===== src/hw/rtl/profile_setpoint_interpolator_unit_macros.svh =====
// -----------------------------------------------------------------------------
// profile setpoint interpolator assertion macros
// concurrent checks on i_clk, disabled while i_rst_n is low
// -----------------------------------------------------------------------------
`ifndef PROFILE_SETPOINT_INTERPOLATOR_UNIT_MACROS_SVH
`define PROFILE_SETPOINT_INTERPOLATOR_UNIT_MACROS_SVH

// consequent checked in the same cycle as the antecedent
`define PSI_ASSERT_NOW(lbl, ante, cons, msg) \
    lbl: assert property (@(posedge i_clk) disable iff (!i_rst_n) (ante) |-> (cons)) \
        else $error(msg);

// consequent checked in the cycle after the antecedent
`define PSI_ASSERT_NEXT(lbl, ante, cons, msg) \
    lbl: assert property (@(posedge i_clk) disable iff (!i_rst_n) (ante) |=> (cons)) \
        else $error(msg);

`endif


===== src/hw/rtl/psi_pkg.sv =====
// -----------------------------------------------------------------------------
// psi_pkg
// field widths, command codes and register indexes of the setpoint interpolator
// -----------------------------------------------------------------------------
package psi_pkg;

    localparam int CMD_W  = 2;
    localparam int TIME_W = 12;
    localparam int TEMP_W = 9;
    localparam int PROD_W = TIME_W + TEMP_W;

    localparam int MUL_CNT_W = $clog2(TIME_W);
    localparam int DIV_CNT_W = $clog2(PROD_W);

    localparam int CFG_IDX_W  = 1;
    localparam int CFG_DATA_W = TIME_W;

    typedef logic [CMD_W-1:0]     t_cmd;
    typedef logic [CFG_IDX_W-1:0] t_cfg_idx;

    localparam t_cmd CMD_CLEAR  = 2'd0;
    localparam t_cmd CMD_APPEND = 2'd1;
    localparam t_cmd CMD_QUERY  = 2'd2;

    localparam t_cfg_idx CFG_MAX_TIME    = 1'd0;
    localparam t_cfg_idx CFG_MANUAL_TEMP = 1'd1;

    localparam logic [TIME_W-1:0] MAX_TIME_RST    = 12'd900;
    localparam logic [TEMP_W-1:0] MANUAL_TEMP_RST = 9'd50;

    // divider result handed back to the sequencer
    typedef struct packed {
        logic              done;
        logic [TEMP_W-1:0] quot;
        logic              rem_nz;
    } t_div_res;

endpackage


===== src/hw/rtl/psi_in_if.sv =====
// -----------------------------------------------------------------------------
// psi_in_if
// command channel: clear, append point or query setpoint
// -----------------------------------------------------------------------------
interface psi_in_if;
    logic                        valid;
    logic                        ready;
    logic [psi_pkg::CMD_W-1:0]   cmd;
    logic [psi_pkg::TIME_W-1:0]  time_s;
    logic [psi_pkg::TEMP_W-1:0]  temp_deg;

    modport source (output valid, output cmd, output time_s, output temp_deg, input ready);
    modport sink   (input valid, input cmd, input time_s, input temp_deg, output ready);
endinterface


===== src/hw/rtl/psi_out_if.sv =====
// -----------------------------------------------------------------------------
// psi_out_if
// result channel: setpoint and status flags
// -----------------------------------------------------------------------------
interface psi_out_if;
    logic                        valid;
    logic                        ready;
    logic [psi_pkg::TEMP_W-1:0]  setpoint;
    logic                        done_res;
    logic                        table_full;

    modport source (output valid, output setpoint, output done_res, output table_full,
                    input ready);
    modport sink   (input valid, input setpoint, input done_res, input table_full,
                    output ready);
endinterface


===== src/hw/rtl/psi_mul.sv =====
// -----------------------------------------------------------------------------
// psi_mul
// bit-serial shift-add multiplier, one multiplier bit per cycle
// -----------------------------------------------------------------------------
module psi_mul (
    input  logic                        i_clk,
    input  logic                        i_rst_n,
    input  logic                        i_start,
    input  logic [psi_pkg::TEMP_W-1:0]  i_mcand,
    input  logic [psi_pkg::TIME_W-1:0]  i_mplier,
    output logic                        o_done,
    output logic [psi_pkg::PROD_W-1:0]  o_prod
);
    localparam logic [psi_pkg::MUL_CNT_W-1:0] CNT_LAST =
        psi_pkg::MUL_CNT_W'(psi_pkg::TIME_W - 1);

    logic                           r_busy;
    logic                           r_done;
    logic [psi_pkg::MUL_CNT_W-1:0]  r_cnt;
    logic [psi_pkg::TEMP_W-1:0]     r_a;
    logic [psi_pkg::TEMP_W-1:0]     r_hi;
    logic [psi_pkg::TIME_W-1:0]     r_lo;
    logic [psi_pkg::TEMP_W:0]       n_sum;

    // add the multiplicand into the upper half when the low bit is set
    assign n_sum = r_lo[0] ? ({1'b0, r_hi} + {1'b0, r_a}) : {1'b0, r_hi};

    always_ff @(posedge i_clk) begin
        if (!i_rst_n) begin
            r_busy <= 1'b0;
            r_done <= 1'b0;
            r_cnt  <= '0;
        end else begin
            r_done <= r_busy && (r_cnt == CNT_LAST);
            if (i_start) begin
                r_busy <= 1'b1;
                r_cnt  <= '0;
            end else if (r_busy) begin
                r_cnt <= r_cnt + 1'b1;
                if (r_cnt == CNT_LAST) begin
                    r_busy <= 1'b0;
                end
            end
        end
    end

    always_ff @(posedge i_clk) begin
        if (i_start) begin
            r_a  <= i_mcand;
            r_hi <= '0;
            r_lo <= i_mplier;
        end else if (r_busy) begin
            r_hi <= n_sum[psi_pkg::TEMP_W:1];
            r_lo <= {n_sum[0], r_lo[psi_pkg::TIME_W-1:1]};
        end
    end

    assign o_done = r_done;
    assign o_prod = {r_hi, r_lo};
endmodule


===== src/hw/rtl/psi_div.sv =====
// -----------------------------------------------------------------------------
// psi_div
// restoring divider, one quotient bit per cycle
// -----------------------------------------------------------------------------
module psi_div (
    input  logic                        i_clk,
    input  logic                        i_rst_n,
    input  logic                        i_start,
    input  logic [psi_pkg::PROD_W-1:0]  i_dividend,
    input  logic [psi_pkg::TIME_W-1:0]  i_divisor,
    output psi_pkg::t_div_res           o_res
);
    localparam logic [psi_pkg::DIV_CNT_W-1:0] CNT_LAST =
        psi_pkg::DIV_CNT_W'(psi_pkg::PROD_W - 1);

    logic                           r_busy;
    logic                           r_done;
    logic [psi_pkg::DIV_CNT_W-1:0]  r_cnt;
    logic [psi_pkg::TIME_W-1:0]     r_den;
    logic [psi_pkg::TIME_W-1:0]     r_rem;
    logic [psi_pkg::PROD_W-1:0]     r_dvd;
    logic [psi_pkg::TIME_W:0]       n_trial;
    logic [psi_pkg::TIME_W:0]       n_diff;
    logic                           n_ge;

    // shift in the next dividend bit and try a subtract
    assign n_trial = {r_rem, r_dvd[psi_pkg::PROD_W-1]};
    assign n_diff  = n_trial - {1'b0, r_den};
    assign n_ge    = (n_trial >= {1'b0, r_den});

    always_ff @(posedge i_clk) begin
        if (!i_rst_n) begin
            r_busy <= 1'b0;
            r_done <= 1'b0;
            r_cnt  <= '0;
        end else begin
            r_done <= r_busy && (r_cnt == CNT_LAST);
            if (i_start) begin
                r_busy <= 1'b1;
                r_cnt  <= '0;
            end else if (r_busy) begin
                r_cnt <= r_cnt + 1'b1;
                if (r_cnt == CNT_LAST) begin
                    r_busy <= 1'b0;
                end
            end
        end
    end

    always_ff @(posedge i_clk) begin
        if (i_start) begin
            r_den <= i_divisor;
            r_rem <= '0;
            r_dvd <= i_dividend;
        end else if (r_busy) begin
            r_rem <= n_ge ? n_diff[psi_pkg::TIME_W-1:0] : n_trial[psi_pkg::TIME_W-1:0];
            r_dvd <= {r_dvd[psi_pkg::PROD_W-2:0], n_ge};
        end
    end

    // quotient magnitude stays below the temperature span
    assign o_res.done   = r_done;
    assign o_res.quot   = r_dvd[psi_pkg::TEMP_W-1:0];
    assign o_res.rem_nz = |r_rem;
endmodule


===== src/hw/rtl/profile_setpoint_interpolator_unit.sv =====
// -----------------------------------------------------------------------------
// profile_setpoint_interpolator_unit
// temperature profile table with piecewise linear setpoint lookup
// -----------------------------------------------------------------------------
// usage:
//   i_in carries one command transaction: clear the table, append a point
//   (time_s, temp_deg) or query the setpoint at elapsed time time_s.
//   o_out returns exactly one transaction per command: setpoint and done_res
//   for a query, table_full for a rejected append, zeros otherwise.
//   the config port (i_cfg_we, i_cfg_idx, i_cfg_data) writes max_time and
//   manual_temperature; write it only while no command is in flight.
// sequencing:
//   clear, append and unused codes: result valid the cycle after acceptance.
//   query: the table memory is scanned one entry at a time, each entry in a
//   read step and a compare step, until the first later point; then the
//   bit-serial multiply and the bit-serial divide run. empty table or a query
//   past the last point skips the arithmetic. one command is worked on at a
//   time.
// reset:
//   synchronous active low; table emptied (count zero), registers back to
//   max_time 900 and manual_temperature 50, output slot empty.
// stall:
//   the result sits in an output register; a new command is taken while it
//   waits only once the slot frees, and a finished query holds until then.
// -----------------------------------------------------------------------------
`include "profile_setpoint_interpolator_unit_macros.svh"

module profile_setpoint_interpolator_unit #(
    parameter int MAX_POINTS = 16
) (
    input  logic                            i_clk,
    input  logic                            i_rst_n,
    psi_in_if.sink                          i_in,
    psi_out_if.source                       o_out,
    input  logic                            i_cfg_we,
    input  logic [psi_pkg::CFG_IDX_W-1:0]   i_cfg_idx,
    input  logic [psi_pkg::CFG_DATA_W-1:0]  i_cfg_data
);
    localparam int AW = (MAX_POINTS > 1) ? $clog2(MAX_POINTS) : 1;
    localparam int CW = $clog2(MAX_POINTS + 1);
    localparam logic [CW-1:0] CNT_MAX = CW'(MAX_POINTS);

    localparam int TW = psi_pkg::TIME_W;
    localparam int PW = psi_pkg::TEMP_W;

    // sequencer states, one-hot
    typedef enum logic [5:0] {
        S_IDLE  = 6'b000001,
        S_READ  = 6'b000010,
        S_CHECK = 6'b000100,
        S_MUL   = 6'b001000,
        S_DIV   = 6'b010000,
        S_FIN   = 6'b100000
    } t_state;

    t_state                 r_state;

    // configuration registers
    logic [TW-1:0]          r_max_time;
    logic [PW-1:0]          r_manual_temp;

    // point table
    logic [TW-1:0]          mem_time [MAX_POINTS];
    logic [PW-1:0]          mem_temp [MAX_POINTS];
    logic [TW-1:0]          r_rd_time;
    logic [PW-1:0]          r_rd_temp;
    logic [CW-1:0]          r_cnt;

    // query context
    logic [CW-1:0]          r_idx;
    logic [TW-1:0]          r_t;
    logic                   r_done_flag;
    logic [TW-1:0]          r_prev_time;
    logic [PW-1:0]          r_prev_temp;
    logic [TW-1:0]          r_den;
    logic                   r_neg;
    logic [PW-1:0]          r_result;

    // output slot
    logic                   r_out_valid;
    logic [PW-1:0]          r_out_setpoint;
    logic                   r_out_done;
    logic                   r_out_full;

    logic                   w_slot_free;
    logic                   w_accept;
    logic                   w_full;
    logic                   w_found;
    logic                   w_mul_start;
    logic                   w_mul_done;
    logic [psi_pkg::PROD_W-1:0] w_prod;
    logic [PW-1:0]          w_dy;
    logic [TW-1:0]          w_dt;
    logic                   w_fin_load;
    psi_pkg::t_div_res      w_div;

    assign w_slot_free = !r_out_valid || o_out.ready;
    assign i_in.ready  = (r_state == S_IDLE) && w_slot_free;
    assign w_accept    = i_in.valid && i_in.ready;
    assign w_full      = (r_cnt == CNT_MAX);

    // compare the entry just read against the query time
    assign w_found     = (r_rd_time > r_t);
    assign w_mul_start = (r_state == S_CHECK) && w_found;
    assign w_dy        = (r_rd_temp >= r_prev_temp) ? (r_rd_temp - r_prev_temp)
                                                    : (r_prev_temp - r_rd_temp);
    assign w_dt        = r_t - r_prev_time;
    assign w_fin_load  = (r_state == S_FIN) && w_slot_free;

    // configuration writes
    always_ff @(posedge i_clk) begin
        if (!i_rst_n) begin
            r_max_time    <= psi_pkg::MAX_TIME_RST;
            r_manual_temp <= psi_pkg::MANUAL_TEMP_RST;
        end else if (i_cfg_we) begin
            if (i_cfg_idx == psi_pkg::CFG_MAX_TIME) begin
                r_max_time <= i_cfg_data;
            end
            if (i_cfg_idx == psi_pkg::CFG_MANUAL_TEMP) begin
                r_manual_temp <= i_cfg_data[PW-1:0];
            end
        end
    end

    // table memory: one write port for appends, one registered read port for the scan
    always_ff @(posedge i_clk) begin
        if (w_accept && (i_in.cmd == psi_pkg::CMD_APPEND) && !w_full) begin
            mem_time[r_cnt[AW-1:0]] <= i_in.time_s;
            mem_temp[r_cnt[AW-1:0]] <= i_in.temp_deg;
        end
        r_rd_time <= mem_time[r_idx[AW-1:0]];
        r_rd_temp <= mem_temp[r_idx[AW-1:0]];
    end

    // point count
    always_ff @(posedge i_clk) begin
        if (!i_rst_n) begin
            r_cnt <= '0;
        end else if (w_accept) begin
            if (i_in.cmd == psi_pkg::CMD_CLEAR) begin
                r_cnt <= '0;
            end else if ((i_in.cmd == psi_pkg::CMD_APPEND) && !w_full) begin
                r_cnt <= r_cnt + 1'b1;
            end
        end
    end

    // query sequencer
    always_ff @(posedge i_clk) begin
        if (!i_rst_n) begin
            r_state <= S_IDLE;
        end else begin
            case (r_state)
                S_IDLE: begin
                    if (w_accept && (i_in.cmd == psi_pkg::CMD_QUERY)) begin
                        r_state <= (r_cnt == '0) ? S_FIN : S_READ;
                    end
                end
                S_READ: begin
                    // ran off the end: hold the last temperature
                    r_state <= (r_idx == r_cnt) ? S_FIN : S_CHECK;
                end
                S_CHECK: begin
                    r_state <= w_found ? S_MUL : S_READ;
                end
                S_MUL: begin
                    if (w_mul_done) begin
                        r_state <= S_DIV;
                    end
                end
                S_DIV: begin
                    if (w_div.done) begin
                        r_state <= S_FIN;
                    end
                end
                S_FIN: begin
                    if (w_slot_free) begin
                        r_state <= S_IDLE;
                    end
                end
                default: r_state <= S_IDLE;
            endcase
        end
    end

    // query datapath, no reset needed
    always_ff @(posedge i_clk) begin
        case (r_state)
            S_IDLE: begin
                if (w_accept) begin
                    r_t         <= i_in.time_s;
                    r_done_flag <= (i_in.time_s > r_max_time);
                    r_idx       <= '0;
                    r_prev_time <= '0;
                    r_prev_temp <= '0;
                    r_result    <= r_manual_temp;
                end
            end
            S_READ: begin
                r_result <= r_prev_temp;
            end
            S_CHECK: begin
                if (w_found) begin
                    r_den <= r_rd_time - r_prev_time;
                    r_neg <= (r_rd_temp < r_prev_temp);
                end else begin
                    r_prev_time <= r_rd_time;
                    r_prev_temp <= r_rd_temp;
                    r_idx       <= r_idx + 1'b1;
                end
            end
            S_DIV: begin
                // falling segment floors toward minus infinity
                if (w_div.done) begin
                    r_result <= r_neg ? (r_prev_temp - w_div.quot - PW'(w_div.rem_nz))
                                      : (r_prev_temp + w_div.quot);
                end
            end
            default: begin
            end
        endcase
    end

    // output register
    always_ff @(posedge i_clk) begin
        if (!i_rst_n) begin
            r_out_valid <= 1'b0;
        end else if ((w_accept && (i_in.cmd != psi_pkg::CMD_QUERY)) || w_fin_load) begin
            r_out_valid <= 1'b1;
        end else if (o_out.ready) begin
            r_out_valid <= 1'b0;
        end
    end

    always_ff @(posedge i_clk) begin
        if (w_fin_load) begin
            r_out_setpoint <= r_result;
            r_out_done     <= r_done_flag;
            r_out_full     <= 1'b0;
        end else if (w_accept && (i_in.cmd != psi_pkg::CMD_QUERY)) begin
            r_out_setpoint <= '0;
            r_out_done     <= 1'b0;
            r_out_full     <= (i_in.cmd == psi_pkg::CMD_APPEND) && w_full;
        end
    end

    assign o_out.valid      = r_out_valid;
    assign o_out.setpoint   = r_out_setpoint;
    assign o_out.done_res   = r_out_done;
    assign o_out.table_full = r_out_full;

    // |dy| * (t - x1), then divided by (x2 - x1)
    psi_mul u_mul (
        .i_clk    (i_clk),
        .i_rst_n  (i_rst_n),
        .i_start  (w_mul_start),
        .i_mcand  (w_dy),
        .i_mplier (w_dt),
        .o_done   (w_mul_done),
        .o_prod   (w_prod)
    );

    psi_div u_div (
        .i_clk      (i_clk),
        .i_rst_n    (i_rst_n),
        .i_start    ((r_state == S_MUL) && w_mul_done),
        .i_dividend (w_prod),
        .i_divisor  (r_den),
        .o_res      (w_div)
    );

    // checks
    `PSI_ASSERT_NOW(a_count_bound, 1'b1, r_cnt <= CNT_MAX, "point count above table depth")
    `PSI_ASSERT_NEXT(a_full_flag, w_accept && (i_in.cmd == psi_pkg::CMD_APPEND) && w_full, o_out.valid && o_out.table_full && (r_cnt == CNT_MAX), "append to full table not flagged")
    `PSI_ASSERT_NEXT(a_clear_count, w_accept && (i_in.cmd == psi_pkg::CMD_CLEAR), r_cnt == '0, "clear did not empty the table")
    `PSI_ASSERT_NOW(a_mul_in_state, w_mul_done, r_state == S_MUL, "multiplier finished outside multiply phase")
endmodule


===== src/flat_wrapper.sv =====
// flat-port wrapper written by rule: the top's interface ports become plain ports
module profile_setpoint_interpolator_unit_flat 
#(
    parameter int MAX_POINTS = 16
)
  (i_clk, i_rst_n, i_cfg_we, i_cfg_idx, i_cfg_data, i_in_valid, i_in_cmd, i_in_time_s, i_in_temp_deg, i_in_ready, o_out_valid, o_out_setpoint, o_out_done_res, o_out_table_full, o_out_ready);
  psi_in_if i_in_i ();
  psi_out_if o_out_i ();
  input  logic i_clk;
  input  logic i_rst_n;
  input  logic i_cfg_we;
  input  logic [psi_pkg::CFG_IDX_W-1:0] i_cfg_idx;
  input  logic [psi_pkg::CFG_DATA_W-1:0] i_cfg_data;
  input wire logic [$bits(i_in_i.valid)-1:0] i_in_valid;
  input wire logic [$bits(i_in_i.cmd)-1:0] i_in_cmd;
  input wire logic [$bits(i_in_i.time_s)-1:0] i_in_time_s;
  input wire logic [$bits(i_in_i.temp_deg)-1:0] i_in_temp_deg;
  output wire logic [$bits(i_in_i.ready)-1:0] i_in_ready;
  output wire logic [$bits(o_out_i.valid)-1:0] o_out_valid;
  output wire logic [$bits(o_out_i.setpoint)-1:0] o_out_setpoint;
  output wire logic [$bits(o_out_i.done_res)-1:0] o_out_done_res;
  output wire logic [$bits(o_out_i.table_full)-1:0] o_out_table_full;
  input wire logic [$bits(o_out_i.ready)-1:0] o_out_ready;
  assign i_in_i.valid = i_in_valid;
  assign i_in_i.cmd = i_in_cmd;
  assign i_in_i.time_s = i_in_time_s;
  assign i_in_i.temp_deg = i_in_temp_deg;
  assign i_in_ready = i_in_i.ready;
  assign o_out_valid = o_out_i.valid;
  assign o_out_setpoint = o_out_i.setpoint;
  assign o_out_done_res = o_out_i.done_res;
  assign o_out_table_full = o_out_i.table_full;
  assign o_out_i.ready = o_out_ready;
  profile_setpoint_interpolator_unit #(.MAX_POINTS(MAX_POINTS)) u_core (.i_clk(i_clk), .i_rst_n(i_rst_n), .i_in(i_in_i), .o_out(o_out_i), .i_cfg_we(i_cfg_we), .i_cfg_idx(i_cfg_idx), .i_cfg_data(i_cfg_data));
endmodule

===== config.mk =====
export PLATFORM = sky130hd
export DESIGN_NAME = profile_setpoint_interpolator_unit_flat
export DESIGN_NICKNAME = d
export VERILOG_FILES = /design/src/hw/rtl/psi_pkg.sv /design/src/hw/rtl/psi_in_if.sv /design/src/hw/rtl/psi_out_if.sv /design/src/hw/rtl/psi_mul.sv /design/src/hw/rtl/psi_div.sv /design/src/hw/rtl/profile_setpoint_interpolator_unit.sv /design/src/flat_wrapper.sv
export VERILOG_INCLUDE_DIRS = /design/src /design/src/hw/rtl
export SDC_FILE = /design/constraint.sdc
export NUM_CORES = 1
export LEC_CHECK = 0
export ABC_CLOCK_PERIOD_IN_PS = 8950
export BUFFER_PORTS_ARGS = -buffer_cell sky130_fd_sc_hd__buf_2
export CAP_MARGIN = 40
export CORE_MARGIN = 2
export CORE_UTILIZATION = 25
export CTS_CLUSTER_SIZE = 8
export DETAILED_ROUTE_END_ITERATION = 10
export GPL_TIMING_DRIVEN = 0
export PLACE_DENSITY = 0.45
export SYNTH_ARGS = -nofsm -noshare
export SYNTH_HDL_FRONTEND = slang
export SYNTH_SLANG_ARGS = --single-unit

===== constraint.sdc =====
create_clock -name i_clk -period 8.95 [get_ports i_clk]
set_input_delay 1.79 -clock i_clk [delete_from_list [all_inputs] [get_ports i_clk]]
set_output_delay 1.79 -clock i_clk [all_outputs]
set_load 0.01 [all_outputs]

After elaboration in Yosys (flattened, before gate mapping)
Memories as Yosys holds them, arrays and structs flattened. A register that Yosys moved wholly into a read port is not among the register bits.
Index checks and enable logic that the tools add are counted.

word-level totals
  register bits after elaboration = 193
  RAM bits = 336
  bits of input ports = 41
  output and inout bits = 13
  logic and storage cells = 150
  memories kept = 2

memory list
  name             depth  width  rd ports  clocked after Yosys merged registers in  wr ports  RTL line                                  source
  u_core.mem_time  16     12     1         1                                        1         profile_setpoint_interpolator_unit.sv:63  logic [TW-1:0] mem_time [MAX_POINTS];
  u_core.mem_temp  16     9      1         1                                        1         profile_setpoint_interpolator_unit.sv:64  logic [PW-1:0] mem_temp [MAX_POINTS];

operators by class
  $add $sub $neg = 13
  $lt $le $gt $ge = 5
  eq/ne operators = 19
  mux-type cells = 44
  bitwise operators = 2
  reductions and logical operators = 37

operators by type and width
  kind                   count
  $mux W9                8
  $mux W12               5
  $mux W21               2
  $mux W6                6
  $pmux W6 S6            1
  $sub A12 B12 Y12       3
  $pmux W9 S3            1
  $sub A9 B9 Y9          3
  $gt A12 B12 Y1         2
  $pmux W12 S2           1
  $mux W5                4
  $pmux W9 S2            1
  $add A5 B1 Y5 const B  3
  $ge A13 B12 Y1         1
  $logic_and A1 B1 Y1    13
  $mux W1                12
  $reduce_bool A2 Y1     6
  $reduce_or A12 Y1      1
  $add A9 B9 Y10         1
  $eq A5 B5 Y1 const B   2
  $mux W10               1
  $ne A2 B2 Y1 const B   5
  $pmux W5 S2            1
  $reduce_and A2 Y1      5
  other kinds (26)       32

Depth between registers and ports, before layout
Gate-level depths: netlist (run 1).

  word-level depth = 8
  mapped depth = 12
  depth with buffers taken out = 12

Cells and area by module
Synthesis (run 1) repeated with hierarchy kept, for this count alone.

second synthesis, totals
  cell total of the unflattened synthesis = 1697
  area, all modules = 25054.0 um^2

by module, submodules not included
  module                              times used  cells each  area an instance (um^2)  seq. area each (um^2)
  profile_setpoint_interpolator_unit  1           1300        20559.7                  13322.8
  psi_div                             1           243         2716.4                   1371.3
  psi_mul                             1           154         1778.0                   930.9

Least setup slack after synthesis (run 1)
Ideal clock, no wire load.

  path kind = input port to flip-flop
  from = in o_out_ready
  to = mem u_core.mem_temp[0][0] (netlist name) (enable)
  library setup time = 0.425 ns
  arrival = 4.166 ns
  data required time = 8.525 ns
  slack = 4.359 ns
  stages = 7
  path buffers = 0
  path through = nand2b_1 > nand4_1 > nor2_1 > nand2_1 > nor2_1 > nand2_1 > nor3_1

between the ends
  cells in the longest elaborated chain, start to end = 7

RTL lines
  element                           RTL line                                   source
  from (decl)                       flat_wrapper.sv:23                         input wire logic [$bits(o_out_i.ready)-1:0] o_out_ready;
  $logic_or A1 B1 Y1                profile_setpoint_interpolator_unit.sv:97   assign w_slot_free = !r_out_valid || o_out.ready;
  $logic_and A1 B1 Y1               profile_setpoint_interpolator_unit.sv:98   assign i_in.ready = (r_state == S_IDLE) && w_slot_free;
  $logic_and A1 B1 Y1               profile_setpoint_interpolator_unit.sv:99   assign w_accept = i_in.valid && i_in.ready;
  $logic_and A1 B1 Y1 (2 in a row)  profile_setpoint_interpolator_unit.sv:127  if (w_accept && (i_in.cmd == psi_pkg::CMD_APPEND) && !w_full) begin
  $mux W1                           profile_setpoint_interpolator_unit.sv:127
  $mux W1 (implied by the code)     profile_setpoint_interpolator_unit.sv:129  mem_temp[r_cnt[AW-1:0]] <= i_in.temp_deg;
  to (decl)                         profile_setpoint_interpolator_unit.sv:64

Every way passes these cells.

Worst setup path after layout (run 1)
  from = in o_out_ready
  to = out i_in_ready

between the ends
  cells in the longest elaborated chain, start to end = 2

RTL lines
  element              RTL line                                  source
  $logic_or A1 B1 Y1   profile_setpoint_interpolator_unit.sv:97
  $logic_and A1 B1 Y1  profile_setpoint_interpolator_unit.sv:98
  to (decl)            flat_wrapper.sv:18                        output wire logic [$bits(i_in_i.ready)-1:0] i_in_ready;

Every way passes these cells.

==> results.rst, run 1 <==
.. list-table::
   :header-rows: 1

   * - Metric
     - Value
   * - WL/cell
     - 20.2 um
   * - Count of nets left with antenna violations after detail routing
     - 0
   * - WHS
     - 0.418 ns
   * - Run status
     - finished, final reports clean
   * - Slew at the pin closest to its max-slew limit
     - 0.866 ns
   * - Start-to-end type of the worst setup path
     - in2out
   * - Initial antenna violation count
     - 13
   * - First-pass GRT wire length
     - 97400 um
   * - Number of DRC markers after the initial detailed-route iteration
     - 912
   * - Clock Root Buffer
     - sky130_fd_sc_hd__clkbuf_16
   * - Required time of the critical path
     - 7.16 ns
   * - Mapped Nets
     - 1876
   * - Placement-stage cell area
     - 27500 um^2
   * - Path category of the worst min-delay check
     - reg2reg
   * - Number of buffers inserted for hold repair after clock tree synthesis
     - 0
   * - Register share of total power
     - 0.412
   * - Grt met2 use
     - 0.213
   * - Fmax achieved
     - 230 MHz
   * - Row cnt
     - 115
   * - Clock period minus worst slack
     - 4.34 ns
   * - Residual DRC
     - 0
   * - Initial Utilization
     - 0.252
   * - Leading register cell type out of synthesis
     - sky130_fd_sc_hd__edfxtp_1
   * - Inst Count DP
     - 3094
   * - Critical path's top delay family
     - simple AND/OR/NAND/NOR gates
   * - Total global-route track usage
     - 0.129
   * - Height of the die
     - 319 um
   * - Number of detailed-route iterations in the first pass
     - 5
   * - Global route hottest layer
     - met2
   * - Most used cell along the critical path
     - sky130_fd_sc_hd__buf_2
   * - Setup clock skew after layout
     - 0.0311 ns
   * - Post-synth top area cell
     - sky130_fd_sc_hd__edfxtp_1
   * - Number of I/O port buffers
     - 52
   * - Dpl hpwl
     - 47100 um
   * - Post-layout total power
     - 7.47 mW
   * - Headroom to the max-slew limit
     - 0.420
   * - Nature of the critical path startpoint
     - input pin
   * - Area occupied by registers
     - 15600 um^2
   * - Biggest fanout along the worst timing path
     - 4
   * - Combined area of the multi-input logic cells
     - 8620 um^2
   * - Setup TNS
     - 0 ns
   * - Mapped Avg Cell Area
     - 14.5 um^2
   * - Fin. Hold Viols
     - 0
   * - M1 GR Usage
     - 0.167
   * - Wire length reported by the detailed router
     - 65200 um
   * - Pre-CTS WS
     - 4.01 ns
   * - Gate count of the mapped netlist
     - 1712
   * - Clk Latency, worst-skew pair
     - 0.63 ns
   * - Number of global-route vias before repair
     - 15300
   * - Via density per instance
     - 4.54
   * - Largest net degree at the start of global routing
     - 32
   * - PwrDens
     - 251 nW/um^2
   * - Total vias in the final route
     - 14600
   * - Post-CTS Repair Setup Buffers
     - 0
   * - Final count of negative-setup-slack endpoints
     - 0
   * - Number of distinct library cell variants in the gate-level netlist after synthesis
     - 69
   * - Fill cell total of the finished layout
     - 9860
   * - Cts bufs inserted
     - 78
   * - Max-cap check violation count
     - 0
   * - Die Area
     - 102000 um^2
   * - Area share of the largest cell type after synthesis
     - 0.558
   * - Ports placed on the boundary
     - 54
   * - Switch Pwr
     - 2.15 mW
   * - Internal power
     - 5.32 mW
   * - Critical path capture point type
     - output pin
   * - Resized Gates After CTS
     - 0
   * - Fraction of the core area covered by cells at the end of the flow
     - 0.302
   * - Part of the Yosys area used for sequential elements
     - 0.629
   * - Max reg flops
     - 192
   * - Maximum number of buffers from clock root to sink
     - 3
   * - ANT cells
     - 0
   * - Number of warnings issued by yosys
     - 0
   * - Core Region
     - 98400 um^2
   * - Met3 GRT Util
     - 0.0276
   * - EDFF count, synth
     - 461
   * - Worst-path cell chain
     - buf_2 -> nor2b_1 -> nor2_1 -> buf_2
   * - TritonCTS clock tree
     - done
   * - Sum of buffers and inverters on the critical path
     - 2
   * - Num Clock Sinks
     - 550
   * - Delay of the slowest critical-path stage
     - 0.34 ns
   * - Final nets
     - 2051
   * - GRT overflow
     - 0
   * - Layout cells sized above 1
     - 0.173
   * - Clock slew at the register clock pins of the worst setup and hold paths
     - 0.05 ns
   * - Min setup slack post-route
     - 4.61 ns
   * - Switching share of power
     - 0.287
   * - Leak pwr
     - 10.5 nW
   * - Layout overhead on the synthesized area
     - 19.7%
   * - Max H-tree Level
     - 3
   * - RSZ-0062 raised after global routing
     - no
   * - Final Instance Count excl. Fillers
     - 3219
   * - GP Congestion
     - 0.808
   * - Worst path arrival time
     - 2.55 ns
   * - Final standard cell area without fillers
     - 29700 um^2
   * - Chip width
     - 319 um
   * - Most area-consuming cells after synthesis
     - sky130_fd_sc_hd__edfxtp_1 (56%), sky130_fd_sc_hd__mux4_2 (9.5%), sky130_fd_sc_hd__dfxtp_1 (7.2%)
   * - Post-synthesis instance area
     - 24800 um^2
   * - Yosys reg bits
     - 550
   * - Portion of total power attributed to combinational logic
     - 0.222
   * - Slowest cell on the critical path
     - sky130_fd_sc_hd__nor2b_1
   * - Final cycle utilization of the critical path
     - 0.485
   * - Post-synthesis async set-or-reset flop share
     - 0
   * - Clock share of power
     - 0.366
   * - IR Drop Worst-Case VDD
     - 0.000147 V
   * - Final number of max-transition violations
     - 0
[cells by family (layout without fill, tap and decap cells)]
logic type | Yosys count | count (layout) | share of synthesized area
mux | 143 | 143 | 0.111
compound gates | 250 | 250 | 0.0667
buf+inv | 179 | 399 | 0.0280
simple gates | 396 | 396 | 0.0753
fa+ha+maj | 123 | 123 | 0.0647
flops | 550 | 550 | 0.629
xor+xnor | 71 | 71 | 0.0250
[worst reg2reg max path, cell delays in order (launching register included)]
cell and delay [ns]:
sky130_fd_sc_hd__dfxtp_1 0.29, sky130_fd_sc_hd__buf_2 0.16, sky130_fd_sc_hd__nor4_4 0.35, sky130_fd_sc_hd__nand4_1 0.35
sky130_fd_sc_hd__nor2_1 0.22, sky130_fd_sc_hd__nand2_1 0.07, sky130_fd_sc_hd__nor2_1 0.35, sky130_fd_sc_hd__nand2_1 0.34
sky130_fd_sc_hd__nor3_2 0.73, sky130_fd_sc_hd__buf_6 0.25, sky130_fd_sc_hd__buf_4 0.21
[synthesized netlist by cell type (9+ instances only)]
cell type / instances
sky130_fd_sc_hd__o211ai_1: 9
sky130_fd_sc_hd__a21boi_0: 20
sky130_fd_sc_hd__edfxtp_1: 461
sky130_fd_sc_hd__dfxtp_1: 89
sky130_fd_sc_hd__inv_1: 117
sky130_fd_sc_hd__a22oi_1: 9
sky130_fd_sc_hd__mux2i_1: 30
sky130_fd_sc_hd__nand2_1: 141
sky130_fd_sc_hd__nand3_1: 15
sky130_fd_sc_hd__fa_1: 9
sky130_fd_sc_hd__o21ai_0: 53
sky130_fd_sc_hd__and2_1: 19
sky130_fd_sc_hd__nor3_1: 19
sky130_fd_sc_hd__buf_2: 10
sky130_fd_sc_hd__nor2b_1: 21
sky130_fd_sc_hd__nand4_1: 15
sky130_fd_sc_hd__clkbuf_1: 46
sky130_fd_sc_hd__a21oi_1: 60
sky130_fd_sc_hd__xor2_1: 32
sky130_fd_sc_hd__ha_1: 114
sky130_fd_sc_hd__mux4_2: 105
sky130_fd_sc_hd__a21o_1: 14
sky130_fd_sc_hd__o21a_1: 11
sky130_fd_sc_hd__nor2_1: 108
sky130_fd_sc_hd__xnor2_1: 39
sky130_fd_sc_hd__a211oi_1: 19
sky130_fd_sc_hd__nand2b_1: 14
sky130_fd_sc_hd__and3_1: 16
[routing by layer]
layer  wire (um)  vias to the layer above  share of wire
li1            -                     6797              -
met1       28900                     7365           0.44
met2       31300                      313           0.48
met3        3100                      124          0.047
met4        1800                       10          0.028
met5          54                        -        0.00083
[power groups by stage]
stage | combinational [mW] | clock [mW] | sequential [mW]
after CTS | 1.68 | 2.81 | 3.08
after detailed placement | 1.67 | 0 | 3.13
final | 1.66 | 2.73 | 3.08
after global routing | 1.84 | 2.91 | 3.09
after global placement | 1.61 | 0 | 3.13
after floorplan | 1.16 | 0 | 3.07
[placed cells by master, fill, tap and decap left out, types with 6 or more instances in the layout]
| master | netlist | routed |
|---|---|---|
| sky130_fd_sc_hd__clkbuf_1 | 46 | 87 |
| sky130_fd_sc_hd__buf_4 | 1 | 8 |
| sky130_fd_sc_hd__a21o_1 | 14 | 14 |
| sky130_fd_sc_hd__dfxtp_1 | 89 | 89 |
| sky130_fd_sc_hd__buf_2 | 10 | 63 |
| sky130_fd_sc_hd__nor2_1 | 108 | 96 |
| sky130_fd_sc_hd__buf_6 | 1 | 16 |
| sky130_fd_sc_hd__xor2_1 | 32 | 32 |
| sky130_fd_sc_hd__o31ai_1 | 6 | 6 |
| sky130_fd_sc_hd__a21boi_0 | 20 | 20 |
| sky130_fd_sc_hd__mux2i_1 | 30 | 30 |
| sky130_fd_sc_hd__nand3_1 | 15 | 15 |
| sky130_fd_sc_hd__nand2b_1 | 14 | 14 |
| sky130_fd_sc_hd__nor3_1 | 19 | 15 |
| sky130_fd_sc_hd__nor2b_1 | 21 | 21 |
| sky130_fd_sc_hd__edfxtp_1 | 461 | 461 |
| sky130_fd_sc_hd__and2_1 | 19 | 19 |
| sky130_fd_sc_hd__mux4_2 | 105 | 105 |
| sky130_fd_sc_hd__and3_1 | 16 | 16 |
| sky130_fd_sc_hd__mux2_2 | 8 | 8 |
| sky130_fd_sc_hd__xnor2_1 | 39 | 39 |
| sky130_fd_sc_hd__nor2_4 | 1 | 13 |
| sky130_fd_sc_hd__nand4_1 | 15 | 15 |
| sky130_fd_sc_hd__a22oi_1 | 9 | 9 |
| sky130_fd_sc_hd__inv_1 | 117 | 117 |
| sky130_fd_sc_hd__a21oi_1 | 60 | 60 |
| sky130_fd_sc_hd__ha_1 | 114 | 114 |
| sky130_fd_sc_hd__buf_16 | 0 | 11 |
| sky130_fd_sc_hd__o211ai_1 | 9 | 9 |
| sky130_fd_sc_hd__nand2_1 | 141 | 141 |
| sky130_fd_sc_hd__clkbuf_16 | 0 | 80 |
| sky130_fd_sc_hd__a211oi_1 | 19 | 19 |
| sky130_fd_sc_hd__a31oi_1 | 6 | 6 |
| sky130_fd_sc_hd__buf_8 | 0 | 7 |
| sky130_fd_sc_hd__fa_1 | 9 | 9 |
| sky130_fd_sc_hd__o21ai_0 | 53 | 52 |
| sky130_fd_sc_hd__o21a_1 | 11 | 11 |
[layout make-up]
class / count / area share
Timing Repair Buffer: 95 / 0.0314
Sequential cell: 550 / 0.526
Clock buffer: 121 / 0.0725
Inverter: 117 / 0.0148
Tap cell: 1287 / 0.0542
Buffer: 62 / 0.00863
Clock inverter: 4 / 0.00290
Multi-Input combinational cell: 983 / 0.290
[path summary, 6_finish.rpt]
check	startpoint	endpoint	slack (ns)	cells past startpoint
max	o_out_ready	i_in_ready	4.61	4
min reg2reg	u_core.r_den[2]$_DFFE_PP_	u_core.u_div.r_den[2]$_DFFE_PP_	0.42	0
min	u_core.r_den[2]$_DFFE_PP_	u_core.u_div.r_den[2]$_DFFE_PP_	0.42	0
max reg2reg	u_core.r_state[3]$_SDFFE_PN0P_	u_core.mem_time[2][6]$_DFFE_PP_	5.32	10
Power figures use the tool's default switching activity.
==> run 2: changes to the inputs <==
--- a/config.mk
+++ b/config.mk
@@ -6,7 +6,7 @@
 export SDC_FILE = /design/constraint.sdc
 export NUM_CORES = 1
 export LEC_CHECK = 0
-export ABC_CLOCK_PERIOD_IN_PS = 8950
+export ABC_CLOCK_PERIOD_IN_PS = 3700
 export BUFFER_PORTS_ARGS = -buffer_cell sky130_fd_sc_hd__buf_2
 export CAP_MARGIN = 40
 export CORE_MARGIN = 2
@@ -14,7 +14,7 @@
 export CTS_CLUSTER_SIZE = 8
 export DETAILED_ROUTE_END_ITERATION = 10
 export GPL_TIMING_DRIVEN = 0
-export PLACE_DENSITY = 0.45
+export PLACE_DENSITY = 0.46
 export SYNTH_ARGS = -nofsm -noshare
 export SYNTH_HDL_FRONTEND = slang
 export SYNTH_SLANG_ARGS = --single-unit
==> constraint.sdc (replaced) <==
create_clock -name i_clk -period 3.7 [get_ports i_clk]
set_input_delay 0.74 -clock i_clk [delete_from_list [all_inputs] [get_ports i_clk]]
set_output_delay 0.74 -clock i_clk [all_outputs]
set_load 0.01 [all_outputs]
==> run 2 against run 1 <==
Against the previous run:
- power up 150%
- final cell count up 0.47%
- sequential cell count is the same
- largest power group unchanged
- clock power rose to 2.5 times the previous value
- utilization grew 0.16 points
- largest cell class unchanged
- count of clock-buffer cells in the layout grew 8
- worst setup slack worse by 4.4 ns
- highest routed layer unchanged
- non-clock buffer count is 4 higher
- critical endpoint is now u_core.mem_time[2][6]$_DFFE_PP_
==> results.rst, run 2 (same netlist as run 1, synthesis figures left out) <==
.. list-table::
   :header-rows: 1

   * - Metric
     - Value
   * - Run status
     - finished, final reports clean
   * - Fraction of the core area covered by cells at the end of the flow
     - 0.304
   * - Final nets
     - 2056
   * - Residual DRC
     - 0
   * - Max H-tree Level
     - 3
   * - Worst-path cell chain
     - buf_2 -> nor4_4 -> nand4_1 -> nor2_1 -> nand2_1 -> nor2_1 -> nand2_1 -> nor3_2 -> buf_4
   * - RSZ-0062 raised after global routing
     - no
   * - Final cycle utilization of the critical path
     - 0.954
   * - Biggest fanout along the worst timing path
     - 8
   * - Fin. Hold Viols
     - 0
   * - Clock period minus worst slack
     - 3.53 ns
   * - PwrDens
     - 614 nW/um^2
   * - Layout cells sized above 1
     - 0.176
   * - Height of the die
     - 319 um
   * - Number of DRC markers after the initial detailed-route iteration
     - 1107
   * - Chip width
     - 319 um
   * - Headroom to the max-slew limit
     - 0.419
   * - GRT overflow
     - 0
   * - Number of global-route vias before repair
     - 15300
   * - Delay of the slowest critical-path stage
     - 0.74 ns
   * - Final count of negative-setup-slack endpoints
     - 0
   * - Nature of the critical path startpoint
     - flop
   * - ANT cells
     - 0
   * - Setup clock skew after layout
     - 0.0482 ns
   * - Most common library cell in the layout ignoring fill and taps
     - sky130_fd_sc_hd__edfxtp_1
   * - Clock Root Buffer
     - sky130_fd_sc_hd__clkbuf_16
   * - Worst path arrival time
     - 3.85 ns
   * - Total global-route track usage
     - 0.130
   * - Ports placed on the boundary
     - 54
   * - Leak pwr
     - 10.6 nW
   * - Wire length reported by the detailed router
     - 66200 um
   * - Num Clock Sinks
     - 550
   * - Count of nets left with antenna violations after detail routing
     - 0
   * - Number of buffers inserted for hold repair after clock tree synthesis
     - 0
   * - Slew at the pin closest to its max-slew limit
     - 0.872 ns
   * - Number of I/O port buffers
     - 52
   * - TritonCTS clock tree
     - done
   * - GP Congestion
     - 0.829
   * - Maximum number of buffers from clock root to sink
     - 3
   * - WL/cell
     - 20.5 um
   * - Required time of the critical path
     - 4.02 ns
   * - Pre-CTS WS
     - -0.243 ns
   * - Largest net degree at the start of global routing
     - 32
   * - Number of detailed-route iterations in the first pass
     - 5
   * - Clk Latency, worst-skew pair
     - 0.63 ns
   * - Initial Utilization
     - 0.252
   * - Die Area
     - 102000 um^2
   * - Final Instance Count excl. Fillers
     - 3234
   * - Via density per instance
     - 4.57
   * - Min setup slack post-route
     - 0.170 ns
   * - Core Region
     - 98400 um^2
   * - Start-to-end type of the worst setup path
     - reg2reg
   * - Layout overhead on the synthesized area
     - 20.3%
   * - WHS
     - 0.396 ns
   * - Dpl hpwl
     - 48000 um
   * - Initial antenna violation count
     - 6
   * - Highest Signal Layer
     - met5
   * - Path category of the worst min-delay check
     - in2reg
   * - Clock slew at the register clock pins of the worst setup and hold paths
     - 0.06 ns
   * - Routed length on met3
     - 3820 um
   * - Routed length on met2
     - 32200 um
   * - Cts bufs inserted
     - 79
   * - Final number of max-transition violations
     - 0
   * - Routed met1 length
     - 28800 um
   * - Slowest cell on the critical path
     - sky130_fd_sc_hd__nor3_2
   * - Fmax achieved
     - 283 MHz
   * - Setup TNS
     - 0 ns
   * - IR Drop Worst-Case VDD
     - 0.000356 V
   * - Critical path capture point type
     - flop
   * - Max reg flops
     - 192
   * - Max-cap check violation count
     - 0
   * - First-pass GRT wire length
     - 98400 um
   * - Row cnt
     - 115
   * - Total vias in the final route
     - 14800
   * - Most used cells in the layout excluding fill and tap cells
     - sky130_fd_sc_hd__edfxtp_1 (461), sky130_fd_sc_hd__nand2_1 (141), sky130_fd_sc_hd__inv_1 (117)
   * - Inst Count DP
     - 3095
## run 2: cell count changes in the layout (fill, tap and decap cells not counted), sizes merged
cell / before / now
clkbuf: 167 / 175
clkinv: 2 / 6
buf: 111 / 114
dlymetal6s2s: 0 / 1
inv: 119 / 118
## run 2: through the flow
step | area [um^2] | power [mW]
floorplan | 24800 | 10.2
global placement | 26700 | 11.5
detailed placement | 27500 | 11.6
CTS | 29800 | 18.6
global route | 29900 | 19.2
finish | 29900 | 18.3
## run 2: repair_timing
action,CTS,global route
endpoints found under the setup margin,0,8
resized for setup,0,1
buffers inserted,0,0
## run 2: final timing paths
check / end / slack, ns / cells after the start / startpoint
worst max-delay path: u_core.mem_time[2][6]$_DFFE_PP_ / 0.17 / 9 / u_core.r_state[3]$_SDFFE_PN0P_
worst min-delay path: u_core.r_manual_temp[5]$_SDFFE_PN1P_ / 0.40 / 3 / i_cfg_data[5]
worst max register to register: u_core.mem_time[2][6]$_DFFE_PP_ / 0.17 / 9 / u_core.r_state[3]$_SDFFE_PN0P_
worst min register to register: u_core.u_div.r_den[8]$_DFFE_PP_ / 0.41 / 0 / u_core.r_den[8]$_DFFE_PP_
## run 2: power by group
group | switching (mW) | internal [mW]
registers | 0.287 | 7.16
logic | 2.31 | 1.75
clock network | 2.76 | 4.08
## run 2: cell type report
cell class | count | area (um^2)
buffer | 62 | 256
timing repair buffer | 99 | 951
clock inverter | 7 | 179
clock buffer | 129 | 2200
inverter | 117 | 439
multi-input combinational | 983 | 8630
sequential | 550 | 15600
fill | 9892 | 68500
tap | 1287 | 1610
## run 2: metal layers
layer  vias to the layer above  global-route usage
met5                         -                   0
met4                         4              0.0329
met3                        97              0.0325
met2                       325               0.218
met1                      7546               0.166
li1                       6817                   -
## run 2: worst max-delay path: cells and delay by family, from the launching register on
| family | cells | cell delay, ns |
|---|---|---|
| flip-flops | 1 | 0.30 |
| AND/OR/NAND/NOR | 7 | 2.43 |
| buffers and inverters | 2 | 0.50 |
==> run 3: changes to the inputs <==
--- a/config.mk
+++ b/config.mk
@@ -9,6 +9,7 @@
 export ABC_CLOCK_PERIOD_IN_PS = 3700
 export BUFFER_PORTS_ARGS = -buffer_cell sky130_fd_sc_hd__buf_2
 export CAP_MARGIN = 40
+export CORE_ASPECT_RATIO = 0.9
 export CORE_MARGIN = 2
 export CORE_UTILIZATION = 25
 export CTS_CLUSTER_SIZE = 8
==> run 3 against run 2 <==
Against the previous run:
- final area down 0.33%
- critical path depth unchanged
- final cell count up 0.87%
- count of clock-buffer cells in the layout down 8
- critical endpoint is now u_core.mem_time[0][9]$_DFFE_PP_
- utilization down 0.074 points
- sequential cell count unchanged
- highest routed layer unchanged
- non-clock buffer count down 6
- sequential share of layout area up 0.18 points
- first-iteration DRC count down 6.1%
- maximum frequency up 2.6%
- worst setup slack better by 0.090 ns
- wire length down 1.8%
==> results.rst, run 3 (same netlist as run 1, synthesis figures left out) <==
.. list-table::
   :header-rows: 1

   * - Metric
     - Value
   * - Run status
     - finished, final reports clean
   * - Worst hold path depth
     - 0
   * - Number of global-route vias before repair
     - 15200
   * - Worst path arrival time
     - 3.74 ns
   * - Required time of the critical path
     - 4.00 ns
   * - Total global-route track usage
     - 0.128
   * - Initial Utilization
     - 0.253
   * - Via density per instance
     - 4.50
   * - WHS
     - 0.408 ns
   * - Clock period minus worst slack
     - 3.44 ns
   * - Resized Gates After CTS
     - 0
   * - Number of buffers inserted for hold repair after clock tree synthesis
     - 0
   * - Ports placed on the boundary
     - 54
   * - Fraction of the core area covered by cells at the end of the flow
     - 0.303
   * - Chip width
     - 336 um
   * - Max-cap check violation count
     - 0
   * - Pre-CTS WS
     - -0.0829 ns
   * - Start-to-end type of the worst setup path
     - reg2reg
   * - Fmax achieved
     - 291 MHz
   * - Count of nets left with antenna violations after detail routing
     - 0
   * - Clk Latency, worst-skew pair
     - 0.63 ns
   * - Residual DRC
     - 0
   * - Wire length reported by the detailed router
     - 65100 um
   * - Most used cells in the layout excluding fill and tap cells
     - sky130_fd_sc_hd__edfxtp_1 (461), sky130_fd_sc_hd__nand2_1 (141), sky130_fd_sc_hd__inv_1 (117)
   * - Critical path capture point type
     - flop
   * - Post-CTS Repair Setup Buffers
     - 0
   * - PwrDens
     - 607 nW/um^2
   * - Row cnt
     - 109
   * - IR Drop Worst-Case VDD
     - 0.000310 V
   * - Number of DRC markers after the initial detailed-route iteration
     - 1040
   * - GRT overflow
     - 0
   * - ANT cells
     - 0
   * - Total vias in the final route
     - 14700
   * - Min setup slack post-route
     - 0.261 ns
   * - Largest net degree at the start of global routing
     - 32
   * - Layout overhead on the synthesized area
     - 19.9%
   * - Height of the die
     - 303 um
   * - Die Area
     - 102000 um^2
   * - Fill cell total of the finished layout
     - 9782
   * - Number of detailed-route iterations in the first pass
     - 4
   * - TritonCTS clock tree
     - done
   * - Initial antenna violation count
     - 6
   * - Depth of the worst register-to-register path
     - 9
   * - Biggest fanout along the worst timing path
     - 8
   * - GP Congestion
     - 0.819
   * - Headroom to the max-slew limit
     - 0.387
   * - Final cycle utilization of the critical path
     - 0.930
   * - Path category of the worst min-delay check
     - reg2reg
   * - First-pass GRT wire length
     - 97300 um
   * - Final count of negative-setup-slack endpoints
     - 0
   * - Setup clock skew after layout
     - 0.0351 ns
   * - Maximum number of buffers from clock root to sink
     - 3
   * - Cts bufs inserted
     - 78
   * - Max reg flops
     - 192
   * - Clock slew at the register clock pins of the worst setup and hold paths
     - 0.05 ns
   * - Slew at the pin closest to its max-slew limit
     - 0.919 ns
   * - RSZ-0062 raised after global routing
     - no
   * - Core Region
     - 98300 um^2
   * - Most common library cell in the layout ignoring fill and taps
     - sky130_fd_sc_hd__edfxtp_1
   * - Fin. Hold Viols
     - 0
   * - Clock Root Buffer
     - sky130_fd_sc_hd__clkbuf_16
   * - Num Clock Sinks
     - 550
   * - Nature of the critical path startpoint
     - flop
   * - Leak pwr
     - 10.5 nW
   * - Final nets
     - 2049
   * - Number of I/O port buffers
     - 52
   * - Dpl hpwl
     - 47400 um
   * - Max H-tree Level
     - 3
   * - WL/cell
     - 19.9 um
   * - Final number of max-transition violations
     - 0
   * - Layout cells sized above 1
     - 0.173
[run 3: cell type report]
type / count / area [um^2] / share of cell area
Timing Repair Buffer: 93 / 900 / 0.0302
Buffer: 62 / 256 / 0.00861
Tap cell: 1332 / 1670 / 0.0560
Multi-Input combinational cell: 983 / 8640 / 0.290
Clock inverter: 4 / 96.3 / 0.00323
Inverter: 117 / 439 / 0.0147
Sequential cell: 550 / 15600 / 0.525
Clock buffer: 121 / 2160 / 0.0724
[run 3: path summary, 6_finish.rpt]
| path | start | to | slack [ns] |
|---|---|---|---|
| setup / recovery | u_core.r_state[3]$_SDFFE_PN0P_ | u_core.mem_time[0][9]$_DFFE_PP_ | 0.26 |
| hold / removal | u_core.r_den[4]$_DFFE_PP_ | u_core.u_div.r_den[4]$_DFFE_PP_ | 0.41 |
| setup reg to reg | u_core.r_state[3]$_SDFFE_PN0P_ | u_core.mem_time[0][9]$_DFFE_PP_ | 0.26 |
| hold reg to reg | u_core.r_den[4]$_DFFE_PP_ | u_core.u_div.r_den[4]$_DFFE_PP_ | 0.41 |
[run 3: critical path, stage by stage, from the launching register on]
cell and delay [ns]:
sky130_fd_sc_hd__dfxtp_1 0.30, sky130_fd_sc_hd__buf_2 0.16, sky130_fd_sc_hd__nor4_4 0.34, sky130_fd_sc_hd__nand4_1 0.38, sky130_fd_sc_hd__nor2_1 0.24, sky130_fd_sc_hd__nand2_1 0.07, sky130_fd_sc_hd__nor2_1 0.33, sky130_fd_sc_hd__nand2_1 0.33
sky130_fd_sc_hd__nor3_2 0.63, sky130_fd_sc_hd__buf_4 0.33
[run 3: power breakdown]
group          switching, mW  internal [mW]  leakage, nW
sequential             0.281           7.16         4.92
clock                   2.65           3.98         1.07
combinational           2.28           1.73         4.50
total                   5.21           12.9         10.5
[run 3: routing by layer]
| metal | global-route usage | up-vias | routed length [um] |
|---|---|---|---|
| met2 | 0.210 | 315 | 30700 |
| met3 | 0.0308 | 105 | 3260 |
| li1 | - | 6788 | - |
| met1 | 0.172 | 7472 | 29700 |
| met4 | 0.0320 | 6 | 1410 |
| met5 | 0 | - | 24 |
[run 3: metrics by stage]
stage	power [mW]	area, um^2	instances	setup TNS, ns
final	18.1	29800	3262	0
after CTS	18.3	29800	3262	0
after global placement	11.5	26800	3096	-528.85
after floorplan	10.2	24800	1712	0
after detailed placement	11.6	27500	3137	-0.971
after global routing	19.0	29800	3262	0
